===== config.mk =====
export PLATFORM = sky130hd
export DESIGN_NAME = serial_command_servo_pwm_core_flat
export DESIGN_NICKNAME = d
export VERILOG_FILES = /design/src/design/scsp_pkg.sv /design/src/design/scsp_if.sv /design/src/design/scsp_front.sv /design/src/design/scsp_queue.sv /design/src/design/scsp_back.sv /design/src/design/serial_command_servo_pwm_core.sv /design/src/flat_wrapper.sv
export SDC_FILE = /design/constraint.sdc
export NUM_CORES = 1
export LEC_CHECK = 0
export CAP_MARGIN = 40
export CORE_UTILIZATION = 52
export DETAILED_ROUTE_END_ITERATION = 6
export DONT_BUFFER_PORTS = 1
export GPL_TIMING_DRIVEN = 0
export MAX_ROUTING_LAYER = met4
export PLACE_DENSITY = 0.79
export SYNTH_ARGS = -nofsm -noshare
export SYNTH_HDL_FRONTEND = slang
export SYNTH_SLANG_ARGS = --single-unit

===== constraint.sdc =====
create_clock -name i_clk -period 5.4 [get_ports i_clk]
set_input_delay 0.54 -clock i_clk [delete_from_list [all_inputs] [get_ports i_clk]]
set_output_delay 0.54 -clock i_clk [all_outputs]
set_load 0.1 [all_outputs]

===== src/design/scsp_pkg.sv =====
package scsp_pkg;

    // Default parameter values.
    localparam int CMD_LEN_DEF   = 10;
    localparam int MOTOR_CNT_DEF = 4;

    // Queue between the front and the back.
    localparam int QUEUE_DEPTH = 4;
    localparam int QUEUE_AW    = $clog2(QUEUE_DEPTH);

    // Reset values of the configuration registers and the motor positions, and the timeout ceiling.
    localparam logic [15:0] PWM_PERIOD_RST  = 16'd2000;
    localparam logic [15:0] SLOW_DIV_RST    = 16'd10000;
    localparam logic [15:0] CMD_TIMEOUT_RST = 16'd100;
    localparam logic [7:0]  MOTOR_POS_RST   = 8'd25;
    localparam logic [15:0] TIMEOUT_MAX     = 16'hFFFF;

    // Characters of the command language.
    localparam logic [7:0] CH_AT   = 8'h40;
    localparam logic [7:0] CH_HASH = 8'h23;
    localparam logic [7:0] CH_S    = 8'h53;
    localparam logic [7:0] CH_M    = 8'h4D;
    localparam logic [7:0] CH_0    = 8'h30;
    localparam logic [7:0] CH_1    = 8'h31;
    localparam logic [7:0] CH_9    = 8'h39;
    localparam logic [7:0] CH_A    = 8'h41;
    localparam logic [7:0] CH_F    = 8'h46;

    typedef enum logic [1:0] {
        REG_PWM_PERIOD  = 2'd0,
        REG_SLOW_DIV    = 2'd1,
        REG_CMD_TIMEOUT = 2'd2
    } t_reg_idx;

    typedef struct packed {
        logic [15:0] pwm_period;
        logic [15:0] slow_div;
        logic [15:0] cmd_timeout;
    } t_cfg;

    // A request after classification by the front.
    typedef struct packed {
        logic       is_tick;
        logic       is_at;
        logic       is_hash;
        logic [7:0] data;
    } t_item;

    typedef enum logic {
        MODE_SCAN,
        MODE_BUILD
    } t_mode;

    typedef struct packed {
        logic       ok;
        logic [3:0] val;
    } t_hex;

    // Upper-case hexadecimal digit decode.
    function automatic t_hex hex_decode(input logic [7:0] c);
        t_hex h;
        h.ok  = 1'b0;
        h.val = 4'd0;
        if (c >= CH_0 && c <= CH_9) begin
            h.ok  = 1'b1;
            h.val = c[3:0];
        end else if (c >= CH_A && c <= CH_F) begin
            h.ok  = 1'b1;
            h.val = 4'(c - (CH_A - 8'd10));
        end
        return h;
    endfunction

endpackage


===== src/design/scsp_if.sv =====
interface scsp_in_if;
    logic       valid;
    logic       ready;
    logic       op;
    logic [7:0] rx_byte;

    modport source (output valid, output op, output rx_byte, input ready);
    modport sink   (input valid, input op, input rx_byte, output ready);
endinterface

interface scsp_out_if;
    logic       valid;
    logic       ready;
    logic       echo_valid;
    logic [7:0] echo_byte;
    logic       pwm_first;
    logic       pwm_second;
    logic       health_led;

    modport source (output valid, output echo_valid, output echo_byte, output pwm_first,
                    output pwm_second, output health_led, input ready);
    modport sink   (input valid, input echo_valid, input echo_byte, input pwm_first,
                    input pwm_second, input health_led, output ready);
endinterface


===== src/design/scsp_front.sv =====
module scsp_front
    import scsp_pkg::*;
(
    scsp_in_if.sink i_in,
    output logic    o_push_valid,
    output t_item   o_push_item,
    input  logic    i_push_ready
);

    // Classify the request so the back only looks at flags.
    always_comb begin
        o_push_item.is_tick = i_in.op;
        o_push_item.is_at   = !i_in.op && (i_in.rx_byte == CH_AT);
        o_push_item.is_hash = !i_in.op && (i_in.rx_byte == CH_HASH);
        o_push_item.data    = i_in.rx_byte;
    end

    assign o_push_valid = i_in.valid;
    assign i_in.ready   = i_push_ready;

endmodule


===== src/design/scsp_queue.sv =====
module scsp_queue
    import scsp_pkg::*;
(
    input  logic  i_clk,
    input  logic  i_rst_n,
    input  logic  i_push_valid,
    input  t_item i_push_item,
    output logic  o_push_ready,
    output logic  o_pop_valid,
    output t_item o_pop_item,
    input  logic  i_pop
);

    t_item               r_mem [QUEUE_DEPTH];
    logic [QUEUE_AW-1:0] r_wr_ptr;
    logic [QUEUE_AW-1:0] r_rd_ptr;
    logic [QUEUE_AW:0]   r_count;
    logic                push;
    logic                pop;

    assign o_push_ready = (r_count != (QUEUE_AW+1)'(QUEUE_DEPTH));
    assign o_pop_valid  = (r_count != '0);
    assign o_pop_item   = r_mem[r_rd_ptr];
    assign push         = i_push_valid && o_push_ready;
    assign pop          = i_pop && o_pop_valid;

    always_ff @(posedge i_clk) begin
        if (push) begin
            r_mem[r_wr_ptr] <= i_push_item;
        end
    end

    always_ff @(posedge i_clk) begin
        if (!i_rst_n) begin
            r_wr_ptr <= '0;
            r_rd_ptr <= '0;
            r_count  <= '0;
        end else begin
            if (push) begin
                r_wr_ptr <= r_wr_ptr + 1'b1;
            end
            if (pop) begin
                r_rd_ptr <= r_rd_ptr + 1'b1;
            end
            if (push && !pop) begin
                r_count <= r_count + 1'b1;
            end else if (pop && !push) begin
                r_count <= r_count - 1'b1;
            end
        end
    end

endmodule


===== src/design/scsp_back.sv =====
module scsp_back
    import scsp_pkg::*;
#(
    parameter int COMMAND_LENGTH = CMD_LEN_DEF,
    parameter int MOTOR_COUNT    = MOTOR_CNT_DEF
) (
    input  logic        i_clk,
    input  logic        i_rst_n,
    input  t_cfg        i_cfg,
    input  logic        i_q_valid,
    input  t_item       i_item,
    output logic        o_pop,
    scsp_out_if.source  o_out
);

    localparam int FILL_W = $clog2(COMMAND_LENGTH + 1);
    localparam int IDX_W  = $clog2(COMMAND_LENGTH);
    localparam int MIDX_W = $clog2(MOTOR_COUNT);
    localparam logic [7:0] CH_LAST_MOTOR = 8'(CH_0 + MOTOR_COUNT);

    t_mode             r_mode, n_mode;
    logic [15:0]       r_pwm_cnt, n_pwm_cnt;
    logic [15:0]       r_fast, n_fast;
    logic [15:0]       r_tout, n_tout;
    logic [FILL_W-1:0] r_fill, n_fill;
    logic [7:0]        r_store [COMMAND_LENGTH];
    logic [7:0]        n_store [COMMAND_LENGTH];
    logic [7:0]        r_motor [MOTOR_COUNT];
    logic [7:0]        n_motor [MOTOR_COUNT];
    logic              r_first, n_first;
    logic              r_second, n_second;
    logic              r_led, n_led;
    logic              r_out_valid;
    logic              r_echo_valid, n_echo_valid;
    logic [7:0]        r_echo_byte, n_echo_byte;

    logic              cmd_ok;
    logic [MIDX_W-1:0] cmd_motor;
    t_hex              hex_hi;
    logic [15:0]       fast_inc;
    t_hex              hex_lo;
    logic [15:0]       tout_inc;

    // The back takes the next request whenever the result slot is free or drains now.
    assign o_pop = i_q_valid && (!r_out_valid || o_out.ready);

    // Decode of a stored "SM<n><hex><hex>" command.
    always_comb begin
        hex_hi    = hex_decode(r_store[3]);
        hex_lo    = hex_decode(r_store[4]);
        cmd_motor = MIDX_W'(r_store[2] - CH_1);
        cmd_ok    = (r_store[0] == CH_S) && (r_store[1] == CH_M) &&
                    (r_store[2] >= CH_1) && (r_store[2] <= CH_LAST_MOTOR) &&
                    hex_hi.ok && hex_lo.ok;
    end

    always_comb begin
        n_mode       = r_mode;
        n_pwm_cnt    = r_pwm_cnt;
        n_fast       = r_fast;
        n_tout       = r_tout;
        n_fill       = r_fill;
        n_store      = r_store;
        n_motor      = r_motor;
        n_first      = r_first;
        n_second     = r_second;
        n_led        = r_led;
        n_echo_valid = 1'b0;
        n_echo_byte  = 8'd0;
        fast_inc     = r_fast + 16'd1;
        tout_inc     = (r_tout == TIMEOUT_MAX) ? r_tout : r_tout + 16'd1;

        if (i_item.is_tick) begin
            if (r_pwm_cnt == 16'd0) begin
                n_first  = 1'b1;
                n_second = 1'b1;
            end else begin
                if (r_pwm_cnt == {8'd0, r_motor[0]}) begin
                    n_first = 1'b0;
                end
                if (r_pwm_cnt == {8'd0, r_motor[1]}) begin
                    n_second = 1'b0;
                end
            end
            n_pwm_cnt = (r_pwm_cnt == i_cfg.pwm_period) ? 16'd0 : r_pwm_cnt + 16'd1;

            if (fast_inc >= i_cfg.slow_div) begin
                n_fast = 16'd0;
                n_led  = !r_led;
                n_tout = tout_inc;
                if (tout_inc > i_cfg.cmd_timeout) begin
                    n_mode = MODE_SCAN;
                end
            end else begin
                n_fast = fast_inc;
            end
        end else begin
            unique case (r_mode)
                MODE_SCAN: begin
                    n_echo_valid = 1'b1;
                    n_echo_byte  = i_item.data;
                    if (i_item.is_at) begin
                        n_mode = MODE_BUILD;
                        n_tout = 16'd0;
                        n_fill = '0;
                    end
                end
                MODE_BUILD: begin
                    if (i_item.is_hash) begin
                        n_mode = MODE_SCAN;
                        if (cmd_ok) begin
                            n_motor[cmd_motor] = {hex_hi.val, hex_lo.val};
                        end
                    end else if (r_fill < FILL_W'(COMMAND_LENGTH)) begin
                        n_store[r_fill[IDX_W-1:0]] = i_item.data;
                        n_fill = r_fill + 1'b1;
                    end else begin
                        // Overlong command: drop the byte and go back to scanning.
                        n_mode = MODE_SCAN;
                    end
                end
                default: begin
                    n_mode = MODE_SCAN;
                end
            endcase
        end
    end

    always_ff @(posedge i_clk) begin
        if (!i_rst_n) begin
            r_mode      <= MODE_SCAN;
            r_pwm_cnt   <= '0;
            r_fast      <= '0;
            r_tout      <= '0;
            r_fill      <= '0;
            r_first     <= 1'b0;
            r_second    <= 1'b0;
            r_led       <= 1'b0;
            r_out_valid <= 1'b0;
            for (int i = 0; i < COMMAND_LENGTH; i++) begin
                r_store[i] <= 8'd0;
            end
            for (int i = 0; i < MOTOR_COUNT; i++) begin
                r_motor[i] <= (i < 2) ? MOTOR_POS_RST : 8'd0;
            end
        end else begin
            if (o_pop) begin
                r_mode      <= n_mode;
                r_pwm_cnt   <= n_pwm_cnt;
                r_fast      <= n_fast;
                r_tout      <= n_tout;
                r_fill      <= n_fill;
                r_store     <= n_store;
                r_motor     <= n_motor;
                r_first     <= n_first;
                r_second    <= n_second;
                r_led       <= n_led;
                r_out_valid <= 1'b1;
            end else if (o_out.ready) begin
                r_out_valid <= 1'b0;
            end
        end
    end

    always_ff @(posedge i_clk) begin
        if (o_pop) begin
            r_echo_valid <= n_echo_valid;
            r_echo_byte  <= n_echo_byte;
        end
    end

    // Levels only move when a request is taken, which needs a free result slot,
    // so the live level registers always match the waiting result.
    assign o_out.valid      = r_out_valid;
    assign o_out.echo_valid = r_echo_valid;
    assign o_out.echo_byte  = r_echo_byte;
    assign o_out.pwm_first  = r_first;
    assign o_out.pwm_second = r_second;
    assign o_out.health_led = r_led;

endmodule


===== src/design/serial_command_servo_pwm_core.sv =====
// An accepted request is written into the queue; the back end then pops it into its result register.
// The back end takes one request per cycle while its result slot is free or draining (o_out.ready).
// A four-entry queue between front and back lets the input keep flowing while a result waits.
// Reset (i_rst_n low, synchronous) empties the queue, drops any pending result, returns
// the parser to scan mode, clears counters, levels and the command store, sets motors
// one and two to 25, and loads the configuration defaults 2000, 10000 and 100.
module serial_command_servo_pwm_core
    import scsp_pkg::*;
#(
    parameter int COMMAND_LENGTH = CMD_LEN_DEF,
    parameter int MOTOR_COUNT    = MOTOR_CNT_DEF
) (
    input  logic        i_clk,
    input  logic        i_rst_n,
    input  logic        i_cfg_we,
    input  logic [1:0]  i_cfg_idx,
    input  logic [15:0] i_cfg_data,
    scsp_in_if.sink     i_in,
    scsp_out_if.source  o_out
);

    t_cfg  r_cfg;
    logic  push_valid;
    logic  push_ready;
    t_item push_item;
    logic  pop_valid;
    t_item pop_item;
    logic  pop;

    // Configuration registers. Writes must come only while the block is idle; the block does
    // not enforce this; the back end reads them directly. Writes to an unused index are ignored.
    always_ff @(posedge i_clk) begin
        if (!i_rst_n) begin
            r_cfg.pwm_period  <= PWM_PERIOD_RST;
            r_cfg.slow_div    <= SLOW_DIV_RST;
            r_cfg.cmd_timeout <= CMD_TIMEOUT_RST;
        end else if (i_cfg_we) begin
            unique case (t_reg_idx'(i_cfg_idx))
                REG_PWM_PERIOD:  r_cfg.pwm_period  <= i_cfg_data;
                REG_SLOW_DIV:    r_cfg.slow_div    <= i_cfg_data;
                REG_CMD_TIMEOUT: r_cfg.cmd_timeout <= i_cfg_data;
                default: begin
                    r_cfg <= r_cfg;
                end
            endcase
        end
    end

    // The front classifies each request (tick, '@', '#', plain byte).
    scsp_front u_front (
        .i_in         (i_in),
        .o_push_valid (push_valid),
        .o_push_item  (push_item),
        .i_push_ready (push_ready)
    );

    // The queue decouples acceptance from execution.
    scsp_queue u_queue (
        .i_clk        (i_clk),
        .i_rst_n      (i_rst_n),
        .i_push_valid (push_valid),
        .i_push_item  (push_item),
        .o_push_ready (push_ready),
        .o_pop_valid  (pop_valid),
        .o_pop_item   (pop_item),
        .i_pop        (pop)
    );

    // The back runs the parser, the PWM counter and the slow divider, and holds
    // the result register.
    scsp_back #(
        .COMMAND_LENGTH (COMMAND_LENGTH),
        .MOTOR_COUNT    (MOTOR_COUNT)
    ) u_back (
        .i_clk     (i_clk),
        .i_rst_n   (i_rst_n),
        .i_cfg     (r_cfg),
        .i_q_valid (pop_valid),
        .i_item    (pop_item),
        .o_pop     (pop),
        .o_out     (o_out)
    );

endmodule

===== src/flat_wrapper.sv =====
// flat-port wrapper written by rule: the top's interface ports become plain ports
module serial_command_servo_pwm_core_flat import scsp_pkg::*;
#(
    parameter int COMMAND_LENGTH = CMD_LEN_DEF,
    parameter int MOTOR_COUNT    = MOTOR_CNT_DEF
)
  (i_clk, i_rst_n, i_cfg_we, i_cfg_idx, i_cfg_data, i_in_valid, i_in_op, i_in_rx_byte, i_in_ready, o_out_valid, o_out_echo_valid, o_out_echo_byte, o_out_pwm_first, o_out_pwm_second, o_out_health_led, o_out_ready);
  scsp_in_if i_in_i ();
  scsp_out_if o_out_i ();
  input  logic i_clk;
  input  logic i_rst_n;
  input  logic i_cfg_we;
  input  logic [1:0] i_cfg_idx;
  input  logic [15:0] i_cfg_data;
  input wire logic [$bits(i_in_i.valid)-1:0] i_in_valid;
  input wire logic [$bits(i_in_i.op)-1:0] i_in_op;
  input wire logic [$bits(i_in_i.rx_byte)-1:0] i_in_rx_byte;
  output wire logic [$bits(i_in_i.ready)-1:0] i_in_ready;
  output wire logic [$bits(o_out_i.valid)-1:0] o_out_valid;
  output wire logic [$bits(o_out_i.echo_valid)-1:0] o_out_echo_valid;
  output wire logic [$bits(o_out_i.echo_byte)-1:0] o_out_echo_byte;
  output wire logic [$bits(o_out_i.pwm_first)-1:0] o_out_pwm_first;
  output wire logic [$bits(o_out_i.pwm_second)-1:0] o_out_pwm_second;
  output wire logic [$bits(o_out_i.health_led)-1:0] o_out_health_led;
  input wire logic [$bits(o_out_i.ready)-1:0] o_out_ready;
  assign i_in_i.valid = i_in_valid;
  assign i_in_i.op = i_in_op;
  assign i_in_i.rx_byte = i_in_rx_byte;
  assign i_in_ready = i_in_i.ready;
  assign o_out_valid = o_out_i.valid;
  assign o_out_echo_valid = o_out_i.echo_valid;
  assign o_out_echo_byte = o_out_i.echo_byte;
  assign o_out_pwm_first = o_out_i.pwm_first;
  assign o_out_pwm_second = o_out_i.pwm_second;
  assign o_out_health_led = o_out_i.health_led;
  assign o_out_i.ready = o_out_ready;
  serial_command_servo_pwm_core #(.COMMAND_LENGTH(COMMAND_LENGTH), .MOTOR_COUNT(MOTOR_COUNT)) u_core (.i_clk(i_clk), .i_rst_n(i_rst_n), .i_cfg_we(i_cfg_we), .i_cfg_idx(i_cfg_idx), .i_cfg_data(i_cfg_data), .i_in(i_in_i), .o_out(o_out_i));
endmodule

==> Word level (Yosys, flattened, before mapping) <==
Memory sizes are Yosys's and may differ from the RTL's. A register that Yosys moved wholly into a read port is not among the register bits.
Index checks and enable logic that the tools add are counted.
{ "totals": {"register_bits": 233, "ram_bits": 44, "inputBits": 32, "output_inout_bits": 14, "n_memories": 1} }
{ "mem_list": {"columns": ["name", "depth", "width", "read_ports", "rd_ports_with_merged_regs", "write_ports", "line", "rtl"], "rows": [
  ["u_core.u_queue.r_mem", 4, 11, 1, 1, 1, "scsp_queue.sv:14", "t_item r_mem [QUEUE_DEPTH];"]
]} }
{ "classes": {"add_sub_neg": 11, "magnitude_cmp": 17, "eq_ne": 17, "mux": 41, "n_bitwise": 5, "reduce_logical": 45} }
{ "op_table": {"columns": ["operator", "count"], "rows": [
  ["$mux 16", 7],
  ["$bwmux 80", 1],
  ["$add 16x1->16 const B", 3],
  ["$bwmux 32", 1],
  ["$demux 8 s4", 1],
  ["$eq 16x8->1", 2],
  ["$eq 8x7->1 const B", 3],
  ["$ge 8x6->1 const B", 3],
  ["$le 8x6->1 const B", 3],
  ["$mux 5", 4],
  ["$logic_and 1x1->1", 18],
  ["$demux 8 s2", 1],
  ["$eq 16x16->1", 1],
  ["$eq 16x16->1 const B", 1],
  ["$ge 16x16->1", 1],
  ["$ge 8x7->1 const B", 2],
  ["$gt 16x16->1", 1],
  ["$le 8x7->1 const B", 2],
  ["$logic_not 16->1", 1],
  ["$mux 8", 2],
  ["$mux 1", 15],
  ["$reduce_and 5->1", 3],
  ["$mux 4", 3],
  ["$reduce_and 3->1", 4],
  ["other kinds (32)", 53]
]} }

==> Longest topological paths before layout <==
Gate-level depths: netlist (run 1).
{ "logic_depth": {"depth_word": 7, "mapped_depth": 13, "depth_no_buf": 12} }

==> Cells and area by module <==
A second synthesis (run 1) with hierarchy kept.
{ "unflattened": {"hier_cells": 1129, "area_unflattened_um2": 11539.8} }
{ "by_module_without_submodules": {"columns": ["module", "instances", "cells_each", "area_per_inst_um2"], "rows": [
  ["scsp_back", 1, 817, 7398.3],
  ["scsp_queue", 1, 105, 2110.8],
  ["serial_command_servo_pwm_core", 1, 191, 1908.1],
  ["scsp_front", 1, 16, 122.6]
]} }

==> Worst setup path after synthesis (run 1) <==
OpenSTA, ideal clock, no wires.
{ "synth_timing": {"path_kind": "register to register", "from": "reg u_core.u_back.r_tout[6]", "to": "reg u_core.u_back.r_mode", "setup_ps": 132, "t_arrival_ps": 3224, "required_time_ps": 5268, "path_slack_ps": 2044, "stages_incl_launch_ff": 13, "period_less_slack_ps": 3356, "cell_sequence": "dfxtp_1 clkbuf_1 and4_1 nand4_1 nor2_1 mux2_2 ha_1 nor2b_1 o211ai_1 a2111oi_0 a211oi_1 a2111oi_0 o21ai_0"} }
{ "synth_between": {"elab_chain_cells": 5, "word_cells_on_any_way": 6, "cone_classes": "add/sub: 1; order compare: 1; eq/ne: 2; mux: 1; reduce/logical: 1"} }
{ "synth_rtl": {"columns": ["item", "line", "rtl"], "rows": [
  ["from (decl)", "scsp_back.sv:24", "logic [15:0] r_tout, n_tout;"],
  ["from (signal assigned)", "scsp_back.sv:151", "r_tout <= n_tout;"],
  ["$add 16x1->16 or $eq 16x16->1 (tied branches)", "scsp_back.sv:71", "tout_inc = (r_tout == TIMEOUT_MAX) ? r_tout : r_tout + 16'd1;"],
  ["$mux 16 *", "scsp_back.sv:71", null],
  ["$gt 16x16->1 *", "scsp_back.sv:91", "if (tout_inc > i_cfg.cmd_timeout) begin"],
  ["$ne 2x2->1 (no line) *", null, null],
  ["$reduce_and 3->1 (no line) *", null, null],
  ["to (signal assigned)", "scsp_back.sv:148", "r_mode <= n_mode;"],
  ["to (decl)", "scsp_back.sv:21", "t_mode r_mode, n_mode;"]
]} }
Every way passes the cells marked *; elsewhere a longest branch is shown, timed or not.
A chain may end at the register's enable or synchronous reset.

==> Worst setup path after layout (run 1) <==
Same ends and word-level chain as after synthesis.

==> flow_summary.toml, run 1 <==
[synthesis]
cells_taking_the_most_area_after_synthesis = "dfxtp_1 32%, edfxtp_1 15%, nand2_1 6.1%, ha_1 6.0%, a21oi_1 4.5%"
syn_avg_cell_area_sq_um = 9.313
most_instantiated_library_cell_after_synthesis = "nand2_1"
yosysSeqAreaShare = 0.4680
netlist_instances = 1146
synth_top_area_share = 0.3189
post_synth_instance_area_sq_mm = 0.01067
netlist.top_cell.by_area = "dfxtp_1"
synth_enable_flop_cells = 53
synth_ff_type = "dfxtp_1"
number_of_synthesized_register_bits = 223
synth_top_cells_by_count = "174 x nand2_1, 170 x dfxtp_1, 97 x a21oi_1"
ys_async_sr_fraction = 0
yosysUniqueCellTypes = 58
synth_warnings = 0
postSynthNetCount = 1230

[power]
cellPowerDensity_mw_per_mm2 = 397.7
p_sw_frac = 0.3306
p_seq_frac = 0.445
total_power_mw = 4.775
static-leakage-power_nw = 4.570
internal_power_component_mw = 3.197
power_frac_clock = 0.347
vdd.ir_drop.worst_uv = 318.5
comb_power_share = 0.208
total_switching_power_mw = 1.579

[detailed_routing]
post_drt_wl_per_cell_um = 16.65
vias = 8415
drtIter0Drc = 483
vias_per_cell = 5.724
routed_wl_um = 24470
drt_pre_antenna_iters = 5
drt.antenna.violating_nets = 0
route.detailed.drc = 0

[setup_path]
critPathKind = "register to register"
reg2reg_from = "u_core.u_back.r_tout[6]"
timing.critical_path.from = "u_core.u_back.r_tout[6]"
crit_path_end_kind = "register"
critical_path.startpoint_type = "register"
r2r_cells = 12
timing.critical_path.fanout_max = 10
worst_setup_path_endpoint = "u_core.u_back.r_mode"
worst-endpoint-required_ns = 5.78
worst-r2r-setup-slack_ns = 1.18
endpoint_of_the_most_critical_register_to_register_path = "u_core.u_back.r_mode"
data_arrival_time_at_the_worst_slack_endpoint_ns = 4.60

[floorplan]
die_w_um = 145.3
start_util = 0.5292
coreArea_sq_mm = 0.02017
pin_count = 46
dieArea_sq_mm = 0.02110
core.rowCount = 52
fp.dieH_um = 145.3

[run_status]
run_status = "finished clean"

[sta]
drv_slew = 0
final-hold-violation-count = 0
timing.max_slew.rel_slack = 0.3789
setup-violations-final = 0
final_layout_worst_hold_slack_ns = 0.1136
timing.final.crit_period_ns = 4.221
tightestPinTransition_ns = 0.9238
rsz0062_at_grt = "false"
clock-skew-final_ns = 0.01398
fin_setup_tns_ns = 0
fmax_mhz = 236.9
post_route_fraction_of_the_period_consumed_by_the_critical_path = 0.7817

[layout]
finish.net_count = 1266
finalCoreUtilization = 0.5953
layout-drive-gt1-share = 0.06667
fillers = 1702
diodes = 0
stdcell_count = 1470
synthToLayoutAreaGrowth_pct = 12.51

[global_route]
first_global_vias = 8153
grt_pass1_wl_um = 40050
initial_antenna_violation_count = 0
track_usage = 0.2390
grt_remaining_overflow = 0
maximum_number_of_pins_on_one_net_before_global_route_repair = 15

[clocking]
cts_buffers = 24
post_cts_buffers = 0
clock_insertion_delay_worst_skew_ns = 0.52
ctsRootBufferMaster = "clkbuf_16"
htree_levels = 1
cts_sinks = 223
count_of_hold_fix_buffers_inserted_at_cts = 0
path_clk_slew_ns = 0.06
cts_resized = 0
cts_tree = "built"
max-clock-path-buffers = 3

[flow_run]
cap_viol_max_count = 0

[place]
routabilityCongestion = 0.9050
place.detailed.hpwl_um = 17920
placement.io_buffers = 0
dpl.cell_count = 1426

[worst_hold_path]
min-delay-path-class = "input pin to register"
## power groups by stage
stage	logic (mW)	registers [mW]	clock network (mW)
2_1_floorplan	0.526	2.27	0
3_3_place_gp	0.703	2.30	0
3_5_place_dp	0.989	2.16	0
4_1_cts	0.993	2.13	1.68
5_1_grt	1.07	2.14	1.75
6_report	0.991	2.13	1.66
## per-layer routing
layer | vias to the layer above | part of all wire | global-route usage
met5 | - | 0 | -
met4 | 0 | 0.030 | 0.08579
met3 | 64 | 0.052 | 0.04057
met2 | 209 | 0.48 | 0.3906
met1 | 4023 | 0.44 | 0.2983
li1 | 4119 | - | -
## placed cells by master (no fill, tap or decap), types with 6 or more instances in the layout
cell type and n:
and4_1 6, mux2i_1 28, nand4_1 23, and2_1 17, clkbuf_16 25, nor3_1 10, xor2_1 38, dfxtp_1 170
xnor2_1 36, or3_1 13, a21oi_1 97, o211ai_1 12, nand2_1 174, a21o_1 6, clkbuf_1 46, inv_1 50
nor4_1 14, edfxtp_1 53, nor3b_1 8, nor2_1 66, nand2b_1 6, clkinv_2 7, nand3_1 73, ha_1 51
and3_1 18, o21ai_0 36, mux4_2 11
## flip-flops by register name (all words and copies together), names as in the netlist, 2 cells and up, named ones only
signal,cells
u_core.r_cfg,48
u_core.u_back.o_out.echo_byte,8
u_core.u_back.r_fast,16
u_core.u_back.r_fill,4
u_core.u_back.r_motor,16
u_core.u_back.r_pwm_cnt,16
u_core.u_back.r_store,40
u_core.u_back.r_tout,16
u_core.u_queue.r_count,3
u_core.u_queue.r_mem,44
u_core.u_queue.r_rd_ptr,2
u_core.u_queue.r_wr_ptr,2
## area by class of cell
cell class	count	area, sq um	area share
multi-input combinational	818	5279	0.4396
sequential	223	4995	0.4160
clock buffer	28	666.9	0.05554
tap	270	337.8	0.02813
buffer	55	211.5	0.01761
timing repair buffer	10	195.2	0.01626
inverter	50	187.7	0.01563
clock inverter	16	135.1	0.01125
## how the worst min path moves through the flow
stage,startpoint,to,slack (ns),cells after the start
floorplan,u_core.u_back.r_store[61],u_core.u_back.r_store[61],0.43,2
global placement,u_core.u_back.r_store[60],u_core.u_back.r_store[60],0.44,2
detailed placement,u_core.u_back.r_store[60],u_core.u_back.r_store[60],0.45,2
CTS,i_in_rx_byte[4],u_core.u_queue.r_mem[3][4],0.10,0
global route,i_in_rx_byte[4],u_core.u_queue.r_mem[3][4],0.09,0
finish,i_in_rx_byte[4],u_core.u_queue.r_mem[3][4],0.11,0
## worst max-delay path, cell delays in order (launching register included)
cell and delay (ns):
dfxtp_1 0.30, clkbuf_1 0.29, and4_1 0.34, nand4_1 0.29, nor2_1 0.62, mux2_2 0.44, ha_1 0.29, nor2b_1 0.13
o211ai_1 0.09, a2111oi_0 0.44, a211oi_1 0.12, a2111oi_0 0.56, o21ai_0 0.17
## metrics by stage
step | setup slack (ns) | instance area (sq um)
after floorplan | 2.044 | 10670
after global placement | 1.228 | 11010
after detailed placement | 1.274 | 11210
after CTS | 1.222 | 12010
after global routing | 0.8046 | 12010
final | 1.179 | 12010
## cell families after synthesis
family	share of synthesized area
xor+xnor	0.06073
simple gates	0.2106
fa+ha+maj	0.06166
compound gates	0.1069
buf+inv	0.03740
flops	0.4680
mux	0.05475
Power figures use the tool's default switching activity.
==> run 2: changes to the inputs <==
--- a/config.mk
+++ b/config.mk
@@ -11,7 +11,7 @@
 export DONT_BUFFER_PORTS = 1
 export GPL_TIMING_DRIVEN = 0
 export MAX_ROUTING_LAYER = met4
-export PLACE_DENSITY = 0.79
+export PLACE_DENSITY = 0.82
 export SYNTH_ARGS = -nofsm -noshare
 export SYNTH_HDL_FRONTEND = slang
 export SYNTH_SLANG_ARGS = --single-unit
==> constraint.sdc (replaced) <==
create_clock -name i_clk -period 3.54 [get_ports i_clk]
set_input_delay 0.354 -clock i_clk [delete_from_list [all_inputs] [get_ports i_clk]]
set_output_delay 0.354 -clock i_clk [all_outputs]
set_load 0.1 [all_outputs]
==> flow_summary.toml, run 2 (same netlist as run 1, synthesis figures left out) <==
[sta]
clock-skew-final_ns = 0.02072
drv_slew = 0
final-hold-violation-count = 0
timing.max_slew.rel_slack = 0.3942
tightestPinTransition_ns = 0.9107
fin_setup_tns_ns = 0
timing.final.crit_period_ns = 3.421
post_route_fraction_of_the_period_consumed_by_the_critical_path = 0.9665
final_layout_worst_hold_slack_ns = 0.01795
fmax_mhz = 292.3
setup-violations-final = 0

[floorplan]
fp.dieH_um = 145.3
core.rowCount = 52
pin_count = 46
die_w_um = 145.3
start_util = 0.5292
dieArea_sq_mm = 0.02110
coreArea_sq_mm = 0.02017

[layout]
mostFrequentLayoutCell = "nand2_1"
stdcell_count = 1494
reg.largest.list = "u_core.r_cfg (48), u_core.u_queue.r_mem (44), u_core.u_back.r_store (40)"
largest_register_ffs = 48
finish.net_count = 1292
layout.cells.most_common_list = "174 x nand2_1, 167 x dfxtp_1, 96 x a21oi_1"
layout-drive-gt1-share = 0.08007
fillers = 1612
diodes = 0
top_register = "u_core.r_cfg"
synthToLayoutAreaGrowth_pct = 15.73
finalCoreUtilization = 0.6124

[clocking]
htree_levels = 1
max-clock-path-buffers = 3
cts_buffers = 24
clock_insertion_delay_worst_skew_ns = 0.53
cts_tree = "built"
cts_sinks = 223
path_clk_slew_ns = 0.06
ctsRootBufferMaster = "clkbuf_16"

[global_route]
groute.layer.met3.usage = 0.03742
first_global_vias = 8576
grt_remaining_overflow = 0
maximum_number_of_pins_on_one_net_before_global_route_repair = 14
grt_pass1_wl_um = 42230
grt_busiest_layer = "met2"
track_usage = 0.2525
global_route.usage.met2 = 0.4207
grt.met1_usage = 0.3073
initial_antenna_violation_count = 0

[detailed_routing]
vias_per_cell = 5.826
routed_wl_um = 26230
vias = 8704
post_drt_wl_per_cell_um = 17.56
route.detailed.drc = 0
drtIter0Drc = 611
drt.antenna.violating_nets = 0
drt_pre_antenna_iters = 6

[power]
static-leakage-power_nw = 4.711
vdd.ir_drop.worst_uv = 611.0
total_power_mw = 7.334
cellPowerDensity_mw_per_mm2 = 593.7

[setup_path]
timing.critical_path.slowest_stage_cell = "or4_4"
crit_path_max_incr_delay_ns = 0.57
worst-endpoint-required_ns = 3.98
most_frequent_cell_on_the_critical_path = "nand4_1"
data_arrival_time_at_the_worst_slack_endpoint_ns = 3.87
critPathBufInv = 1
critPathKind = "register to register"
timing.critical_path.fanout_max = 9
crit_chain = "ha_1 -> nand4_1 -> inv_1 -> nand4_1 -> xnor2_2 -> ha_1 -> nand4_1 -> nor2_1 -> a22o_2 -> or4_4 -> or4_1 -> a21oi_1"
crit_path_end_kind = "register"
critical_path.startpoint_type = "register"
crit_family = "simple AND/OR/NAND/NOR gates"

[place]
dpl.cell_count = 1427
placement.io_buffers = 0
place.detailed.hpwl_um = 18320
routabilityCongestion = 0.9134

[flow_run]
cap_viol_max_count = 0

[worst_hold_path]
min-delay-path-class = "input pin to register"

[run_status]
run_status = "finished clean"
## run 2: changes by cell type in the layout (fill, tap and decap cells not counted), moves of 3 or more
cell / delta
clkinv_1: -4
clkinv_2: -3
dfxtp_1: -3
dfxtp_2: +3
dlygate4sd3_1: +25
## run 2: repair_timing
item | in CTS | in global routing
resized for setup | 6 | 19
endpoints found under the hold margin | 84 | 0
buffers inserted | 1 | 0
hold buffers | 25 | 0
pin swaps | 2 | 2
endpoints found under the setup margin | 18 | 26
## run 2: worst paths after layout
kind | from | endpoint | slack [ns] | cells after the start
setup / recovery | u_core.u_back.r_fast[0] | u_core.u_back.r_fast[5] | 0.12 | 12
hold / removal | o_out_ready | u_core.u_back.o_out.valid | 0.02 | 2
setup reg to reg | u_core.u_back.r_fast[0] | u_core.u_back.r_fast[5] | 0.12 | 12
hold reg to reg | u_core.u_back.r_store[61] | u_core.u_back.r_store[61] | 0.46 | 2
## run 2: layout make-up
class / count / area [sq um] / area share
multi-input cells: 818 / 5350 / 0.4331
clock buffers: 35 / 708.2 / 0.05733
inverters: 50 / 187.7 / 0.01519
well taps: 270 / 337.8 / 0.02735
clock inverters: 7 / 67.56 / 0.005470
plain buffers: 53 / 205.2 / 0.01661
flip-flops and latches: 223 / 4999 / 0.4047
repair buffers: 38 / 496.7 / 0.04021
## run 2: stage by stage
stage	area [sq um]	setup WS [ns]
after global placement	11010	-0.6334
after floorplan	10670	0.1842
after global routing	12350	-0.01405
final	12350	0.1187
after CTS	12270	0.004359
after detailed placement	11220	-0.7681
## run 2: power by group
group | leakage [nW] | switching [mW] | total [mW] | internal [mW]
Clock | 0.388 | 1.01 | 2.46 | 1.46
Sequential | 1.86 | 0.307 | 3.15 | 2.85
Combinational | 2.46 | 1.11 | 1.72 | 0.602
Total | 4.71 | 2.43 | 7.33 | 4.91
## run 2: routing by layer
metal  up-vias  part of all wire
met4         0             0.036
li1       4176                 -
met5         -                 0
met3        88             0.051
met1      4130              0.43
met2       310              0.49
==> run 3: changes to the inputs <==
--- a/config.mk
+++ b/config.mk
@@ -9,7 +9,6 @@
 export CORE_UTILIZATION = 52
 export DETAILED_ROUTE_END_ITERATION = 6
 export DONT_BUFFER_PORTS = 1
-export GPL_TIMING_DRIVEN = 0
 export MAX_ROUTING_LAYER = met4
 export PLACE_DENSITY = 0.82
 export SYNTH_ARGS = -nofsm -noshare
==> flow_summary.toml, run 3 (same netlist as run 1, synthesis figures left out) <==
[clocking]
cts_tree = "built"
ctsRootBufferMaster = "clkbuf_16"
cts_buffers = 23
max-clock-path-buffers = 3
path_clk_slew_ns = 0.06
clock_insertion_delay_worst_skew_ns = 0.51
cts_sinks = 223
htree_levels = 1

[layout]
diodes = 0
top_register = "u_core.r_cfg"
layout-drive-gt1-share = 0.07601
fillers = 1654
layout.cells.most_common_list = "174 x nand2_1, 168 x dfxtp_1, 97 x a21oi_1"
largest_register_ffs = 48
finish.net_count = 1253
mostFrequentLayoutCell = "nand2_1"
synthToLayoutAreaGrowth_pct = 12.91
stdcell_count = 1454
reg.largest.list = "u_core.r_cfg (48), u_core.u_queue.r_mem (44), u_core.u_back.r_store (40)"

[global_route]
grt_remaining_overflow = 0
track_usage = 0.2408
global_route.usage.met2 = 0.3998
initial_antenna_violation_count = 0
first_global_vias = 8286
grt_pass1_wl_um = 40460
maximum_number_of_pins_on_one_net_before_global_route_repair = 69
groute.layer.met3.usage = 0.03899
grt.met1_usage = 0.2922
grt_busiest_layer = "met2"

[setup_path]
data_arrival_time_at_the_worst_slack_endpoint_ns = 3.71
timing.critical_path.fanout_max = 9
timing.critical_path.slowest_stage_cell = "or4_4"
timing.critical_path.from = "u_core.u_back.r_fast[7]"
crit_path_max_incr_delay_ns = 0.50
reg2reg_from = "u_core.u_back.r_fast[7]"
critPathKind = "register to register"
crit_chain = "and4_1 -> and2_1 -> and3_2 -> nand3_1 -> xnor2_1 -> ha_1 -> nand4_1 -> nor2_1 -> a31o_2 -> or4_4 -> or4_1 -> a21oi_1"
worst-endpoint-required_ns = 3.96
crit_path_end_kind = "register"
critical_path.startpoint_type = "register"

[place]
dpl_worst_slack_ns = 0.04203
place.detailed.hpwl_um = 16530
placement.io_buffers = 0
dpl.cell_count = 1386
routabilityCongestion = 0.8872

[floorplan]
dieArea_sq_mm = 0.02110
fp.dieH_um = 145.3
coreArea_sq_mm = 0.02017
die_w_um = 145.3
core.rowCount = 52
pin_count = 46
start_util = 0.5292

[detailed_routing]
route.detailed.drc = 0
vias_per_cell = 5.821
drt_pre_antenna_iters = 5
vias = 8464
routed_wl_um = 24720
drtIter0Drc = 510
drt.antenna.violating_nets = 0
post_drt_wl_per_cell_um = 17.00

[worst_hold_path]
min-delay-path-class = "input pin to register"
holdCritStartpoint = "i_rst_n"

[sta]
clock-skew-final_ns = 0.006964
fmax_mhz = 303.6
rsz0062_at_grt = "false"
timing.final.crit_period_ns = 3.294
setup-violations-final = 0
tightestPinTransition_ns = 0.9042
post_route_fraction_of_the_period_consumed_by_the_critical_path = 0.9304
worst_slack_ns = 0.2463
final-hold-violation-count = 0
timing.max_slew.rel_slack = 0.3985
drv_slew = 0
fin_setup_tns_ns = 0

[power]
cellPowerDensity_mw_per_mm2 = 576.9
vdd.ir_drop.worst_uv = 711.5
static-leakage-power_nw = 4.594

[flow_run]
cap_viol_max_count = 0

[run_status]
run_status = "finished clean"
==> run 3: changes by cell type in the layout (fill, tap and decap cells not counted), moves of 3 or more <==
cell,before,now
clkbuf_1,46,9
buf_4,1,19
clkinv_1,0,4
buf_2,5,0
clkbuf_8,4,1
clkbuf_16,26,23
buf_1,6,0
==> run 3: worst paths after layout <==
| check | cells after the start | to | slack, ns |
|---|---|---|---|
| setup / recovery | 12 | u_core.u_back.r_fast[5] | 0.25 |
| hold / removal | 2 | u_core.u_back.r_fast[10] | 0.02 |
| setup reg to reg | 12 | u_core.u_back.r_fast[5] | 0.25 |
| hold reg to reg | 2 | u_core.u_back.r_store[66] | 0.46 |
==> run 3: stage by stage <==
step / utilization / power [mW] / hold slack, ns / instance area (sq um)
floorplan: - / 4.268 / 0.4312 / 10670
global placement: 0.5426 / 4.580 / 0.4271 / 10940
detailed placement: 0.5487 / 4.738 / 0.4273 / 11070
CTS: 0.5950 / 6.941 / 0.0004698 / 12000
global route: 0.5975 / 7.209 / 0.004427 / 12050
finish: 0.5975 / 6.952 / 0.01977 / 12050
==> run 3: critical path: cells and delay by family, from the launching register on <==
family,cells,cell delay [ns]
xor gates and xnor gates,1,0.20
DFF,1,0.38
and+or+nand+nor,8,1.96
adders and majority gates,1,0.27
AOI/OAI and AO/OA,2,0.41
==> run 3: report_power, final <==
group          switching [mW]  internal, mW
clock                   0.957          1.21
combinational            1.01         0.552
sequential              0.369          2.85
total                    2.34          4.61
==> run 3: metal layers <==
metal  share of wire  vias to the layer above  wire (um)
li1                -                     4106          -
met1            0.43                     4050      10550
met2            0.48                      241      11840
met3           0.059                       67       1464
met4           0.035                        0        857
met5               0                        -          0
==> run 3: area by class of cell <==
cell class              count  area, sq um  area share
multi-input cells         818         5309      0.4406
flip-flops and latches    223         4997      0.4147
clock buffers              33        623.1     0.05171
repair buffers             53        565.5     0.04693
well taps                 270        337.8     0.02803
inverters                  50        187.7     0.01557
clock inverters             7        30.03    0.002492
==> run 3: what timing repair did <==
action | in CTS | in global routing
hold endpoints to repair | 99 | 0
hold buffers | 27 | 0
resized for setup | 0 | 9
setup endpoints to repair | 0 | 13
setup buffers | 0 | 0
